$ cat src/hdl/tcot_pkg.sv
// ----------------------------------------------------------------------------
// tcot_pkg: shared types and constants of the timed color override table
// Field widths, request and result structs, table entry layout, the lane
// format of the shared compare unit and the sequencer states.
// ----------------------------------------------------------------------------
`default_nettype none

package tcot_pkg;

    // Field widths
    localparam int TIME_W    = 63;
    localparam int CH_W      = 16;
    localparam int CFG_W     = 16;
    localparam int CFG_IDX_W = 2;

    // Default number of table entries
    localparam int TABLE_DEPTH_DEF = 128;

    // Add checks: truncated (diff / 1000) <= 10000 is diff < 10001 * 1000
    localparam int US_PER_MS     = 1000;
    localparam int MAX_AHEAD_MS  = 10000;
    localparam int MAX_LENGTH_MS = 10000;
    localparam logic [TIME_W:0] AHEAD_LIMIT_US  = 64'((MAX_AHEAD_MS + 1) * US_PER_MS);
    localparam logic [TIME_W:0] LENGTH_LIMIT_US = 64'((MAX_LENGTH_MS + 1) * US_PER_MS);

    // Configuration register indexes
    localparam logic [CFG_IDX_W-1:0] CFG_LOCAL_ENABLE = 2'd0;
    localparam logic [CFG_IDX_W-1:0] CFG_LOCAL_RED    = 2'd1;
    localparam logic [CFG_IDX_W-1:0] CFG_LOCAL_GREEN  = 2'd2;
    localparam logic [CFG_IDX_W-1:0] CFG_LOCAL_BLUE   = 2'd3;

    // Compare unit lanes
    localparam int NUM_LANES = 3;
    localparam int LANE_0    = 0;
    localparam int LANE_1    = 1;
    localparam int LANE_2    = 2;

    typedef enum logic {
        CMD_ADD   = 1'b0,
        CMD_QUERY = 1'b1
    } cmd_t;

    typedef struct packed {
        logic [CH_W-1:0] red;
        logic [CH_W-1:0] green;
        logic [CH_W-1:0] blue;
    } color_t;

    typedef struct packed {
        cmd_t              cmd;
        logic [TIME_W-1:0] now_us;
        logic [TIME_W-1:0] start_us;
        logic [TIME_W-1:0] stop_us;
        logic [CH_W-1:0]   red;
        logic [CH_W-1:0]   green;
        logic [CH_W-1:0]   blue;
    } in_req_t;

    typedef struct packed {
        logic [CH_W-1:0] out_red;
        logic [CH_W-1:0] out_green;
        logic [CH_W-1:0] out_blue;
        logic            overridden;
        logic            accepted;
    } out_res_t;

    typedef struct packed {
        logic [TIME_W-1:0] start_us;
        logic [TIME_W-1:0] stop_us;
        color_t            color;
    } entry_t;

    // One compare lane: a - b, checked for sign, zero and a limit
    typedef struct packed {
        logic [TIME_W-1:0] a;
        logic [TIME_W-1:0] b;
        logic [TIME_W:0]   lim;
    } lane_in_t;

    typedef struct packed {
        logic ge;      // a >= b
        logic gt;      // a > b
        logic in_lim;  // a - b < lim (valid when ge)
    } lane_flags_t;

    typedef enum logic [2:0] {
        ST_IDLE,
        ST_ADD,
        ST_SCAN,
        ST_FLUSH,
        ST_POST
    } state_t;

endpackage

`default_nettype wire

$ cat src/hdl/tcot_cmp.sv
// ----------------------------------------------------------------------------
// tcot_cmp: shared time compare unit
// Three independent 64-bit subtract lanes; each reports a >= b, a > b and
// whether the difference stays under a limit. Used by add checks and scan.
// ----------------------------------------------------------------------------
`default_nettype none

module tcot_cmp (
    input  tcot_pkg::lane_in_t    [tcot_pkg::NUM_LANES-1:0] lanes_in,
    output tcot_pkg::lane_flags_t [tcot_pkg::NUM_LANES-1:0] lanes_out
);

    logic [tcot_pkg::TIME_W:0] diff [tcot_pkg::NUM_LANES];

    // Per-lane subtract and flag decode
    always_comb begin
        for (int i = 0; i < tcot_pkg::NUM_LANES; i++) begin
            diff[i] = {1'b0, lanes_in[i].a} - {1'b0, lanes_in[i].b};
            lanes_out[i].ge     = ~diff[i][tcot_pkg::TIME_W];
            lanes_out[i].gt     = ~diff[i][tcot_pkg::TIME_W] && (|diff[i]);
            lanes_out[i].in_lim = diff[i] < lanes_in[i].lim;
        end
    end

endmodule

`default_nettype wire

$ cat config.mk
export PLATFORM = sky130hd
export DESIGN_NAME = tcot_cmp
export DESIGN_NICKNAME = d
export VERILOG_FILES = /design/src/hdl/tcot_pkg.sv /design/src/hdl/tcot_cmp.sv
export SDC_FILE = /design/constraint.sdc
export NUM_CORES = 1
export LEC_CHECK = 0
export BUFFER_PORTS_ARGS = -buffer_cell sky130_fd_sc_hd__buf_2
export CAP_MARGIN = 20
export CORE_AREA = 4 4 226 228
export DETAILED_ROUTE_END_ITERATION = 16
export DIE_AREA = 0 0 230 232
export PLACE_DENSITY = 0.63
export REMOVE_ABC_BUFFERS = 1
export SLEW_MARGIN = 25
export SYNTH_ARGS = -nofsm -noshare
export SYNTH_HDL_FRONTEND = slang
export SYNTH_SLANG_ARGS = --single-unit
$ cat constraint.sdc
create_clock -name vclk -period 17.5
set_input_delay 3.5 -clock vclk [all_inputs]
set_output_delay 3.5 -clock vclk [all_outputs]
set_load 0.02 [all_outputs]
; ---- Yosys cells after proc, flatten, opt, wreduce, memory -nomap -nowiden
; Index checks and enable logic that the tools add are counted.
[classes]
addsub = 3
order_cmp = 3
bitwise_logic = 3
reduce_logical = 6
[ops]
columns = operator, count
row1 = $lt A64 B64 Y1, 3
row2 = $reduce_or A64 Y1, 3
row3 = $sub A63 B63 Y64, 3
row4 = $logic_and A1 B1 Y1, 3
row5 = $not A1 Y1, 3
[totals]
register_bits = 0
in_bits = 570
out_inout_bits = 9
wordCells = 15

; ---- Logic depth before layout (Yosys ltp)
[depth]
depth_word = 3
depth_mapped = 25
depth_no_buf = 23

; ---- Worst setup path after synthesis
; OpenSTA, ideal clock, no wires.
[synth_path]
path_kind = in2out
from = in lanes_in[260] (netlist name)
to = out lanes_out[3] (netlist name)
t_arrival_ps = 7574
slack_ps = 6426
path_stages = 19
path_buffers = 1
path_cell_list = inv_1 > ha_1 > clkbuf_1 > a21o_1 > a221o_1 > a21bo_2 > o2111ai_1 > nand4b_1 > nand3_1 > o21ai_1 > or4b_2 > and3_1 > ha_1 > a21o_1 > a21o_1 > a21oi_1 > o21ai_0 > a2111oi_0 > a21o_1
[synth_rtl]
columns = element, line
row1 = start: declaration, tcot_cmp.sv:9  ; input tcot_pkg::lane_in_t [tcot_pkg::NUM_LANES-1:0] lanes_in,
row2 = end: declaration, tcot_cmp.sv:10  ; output tcot_pkg::lane_flags_t [tcot_pkg::NUM_LANES-1:0] lanes_out

==> metrics.md <==
| Metric | Value |
|---|---|
| PwrDens | 41.5 mW/mm^2 |
| Dpl hpwl | 65000 um |
| Routed WL per cell | around 18 um |
| Leak pwr | 11.7 nW |
| Power share of the sequential group | 0% |
| Period utilization | 68.4% |
| GPL Wtd Cong | approximately 0.97 |
| DRT Pass-1 Iters | 6 |
| Fin nets | 4209 |
| Storage element area | 0 sq um |
| WL final | approximately 72000 um |
| WS Path Type | input pin to output pin |
| Unique masters post-synth | 86 |
| Crit Path Max Fanout | 4 |
| Die area | between 0.05 and 0.06 sq mm |
| WHS Path Cells | 5 |
| Slew HR | between 30% and 40% |
| Routed Antenna Nets | 0 |
| Gate power share | 100.0% |
| Layout cell share with drive strength beyond 1 | 19.2% |
| Status | complete, no violations |
| Syn Std Cell Area | 0.0181 sq mm |
| Worst EP arrival | 8480 ps |
| First-pass GRT wire length | 111000 um |
| Final slew viol count | 0 |
| Least-Margin Pin Slew | 898 ps |
| Initial Util | 37.0% |
| Clock power frac | 0% |
| Die Y | 232 um |
| Core Region | a little under 0.05 sq mm |
| DR iter-0 viols | 1621 |
| Crit path launch type | input pin |
| Minimum clock period after layout | 11980 ps |
| Seq/Total Area, Yosys | 0% |
| I/O Buffers | 579 |
| P&R area growth vs syn | 19.0% |
| Final setup fails | 0 |
| Clock Buffer Count | 0 |
| Sw frac | 58.7% |
| Vias | 22003 |
| FP Rows | 81 |
| Commonest cells after routing, fill and taps aside | 579 x buf_2, 432 x inv_1, 378 x ha_1 |
| Switch Pwr | between 0.5 and 0.6 mW |
| Post-route DRC | 0 |
| Initial antenna violation count | 23 |
| RSZ-0062 raised after global routing | false |
| Max-cap violations | 0 |
| Post-CTS sizing | 0 |
| Num sequential | 0 |
| WP data required | 14000 ps |
| I/O pin total | 579 |
| Min Hold Slack | roughly 7500 ps |
| Commonest non-fill, non-tap cell in the layout | buf_2 |
| Largest net degree at the start of global routing | 13 |
| FMAX | 83.5 MHz |
| VDD IR max | 0.0173 mV |
| Mapped Cells | around 2800 |
| YS warnings | 0 |
| Cts hold-fix bufs | 0 |
| Hold Crit Class | input pin to output pin |
| Final hold vios | 0 |
| Die Wd | 230 um |
| Syn avg cell area | 6.56 sq um |
| Crit end category | output pin |
| Number of vias per cell | 5.60 |
| Vias in the first global route | 21176 |
| Post-Route Setup TNS | 0 ps |
| Total track usage | 25.1% |
| Cell internal pwr | 0.368 mW |
| Post-CTS Setup Bufs | 0 |
| Grt ovf | 0 |
through the flow:
| stage | worst slack [ps] | instances | cell area, sq um | utilization [%] | power (mW) |
|---|---|---|---|---|---|
| CTS | 5570 | 3920 | 21500 | 44.0 | 0.879 |
| detailed placement | 5610 | 3920 | 21500 | 44.0 | 0.873 |
| finish | 5520 | 3930 | 21500 | 44.1 | 0.892 |
| global placement | 5650 | 3920 | 21500 | 44.0 | 0.874 |
| global route | 5250 | 3927 | 21500 | 44.0 | 0.998 |
| floorplan | 6490 | 2677 | 17800 | - | 0.610 |
logic make-up (layout without fill, tap and decap cells):
kind of cell / Yosys count / count (layout) / share of synthesized area (%)
simple gates: 815 / 815 / 23.2
buf+inv: 511 / 1011 / 10.7
compound gates: 882 / 882 / 31.4
mux: 12 / 12 / 0.685
fa+ha+maj: 381 / 381 / 26.5
xor+xnor: 155 / 155 / 7.51
other cells: 0 / 10 / 0
synth_stat cells, drive strengths merged, types with 10 or more instances:
cell type  number  area (sq um)
nor2          170           638
a21boi         16           120
o31ai          18           135
or4            18           135
or3            20           125
inv           432          1620
ha            378          4730
a21oi         284          1420
xnor2          94           823
nor4           27           175
a211o          10          87.6
nor3           55           275
and3           22           139
o21ai         171           860
a221o          10           100
a211oi         23           178
a31oi          37           246
and2           26           164
nand2b         38           238
o21bai         39           293
nand3          45           225
or2            15          93.9
xor2           61           534
a2111oi        10          87.6
nand2         200           751
a21o          113           848
nor2b          38           238
o21a           34           255
o211ai         25           188
clkbuf         76           289
o221ai         10          87.6
nand4          99           619
critical path, stage by stage:
cell	delay, ps
buf_2	100
ha_1	210
fa_1	400
nand2b_1	180
a211oi_1	420
o2111ai_1	220
nand3_1	180
a21bo_2	190
a21oi_1	80
xnor2_1	490
ha_1	360
a21o_1	160
a21oi_1	140
nor2b_1	50
o21ai_0	170
a31oi_1	130
nor4_1	640
o311ai_0	370
a31oi_1	280
buf_2	190
per-layer routing:
layer	routed length, um	share of wire [%]	track usage, %	vias up
li1	-	-	-	10954
met1	30500	42	32.2	9911
met2	34100	47	44.9	969
met3	5300	7.3	2.88	151
met4	2100	2.9	6.39	18
met5	111	0.15	0	-
path summary, 6_finish.rpt:
path | startpoint | end | slack, ps
setup / recovery | lanes_in[444] | lanes_out[6] | 5520
hold / removal | lanes_in[379] | lanes_out[5] | 7460
power by group through the flow:
stage | Sequential (mW) | Clock, mW | Combinational [mW]
after CTS | 0 | 0 | 0.879
after global placement | 0 | 0 | 0.874
after floorplan | 0 | 0 | 0.610
after detailed placement | 0 | 0 | 0.873
after global routing | 0 | 0.0000000536 | 0.998
final | 0 | 0.0000000766 | 0.892
cell type report:
type               instances  area (sq um)
diodes                    10          25.0
fillers                 5339         27300
inverters                432          1620
multi-input cells       2245         16100
well taps                664           831
repair buffers           579          2900
No activity file was read; power rests on OpenSTA's default activity.
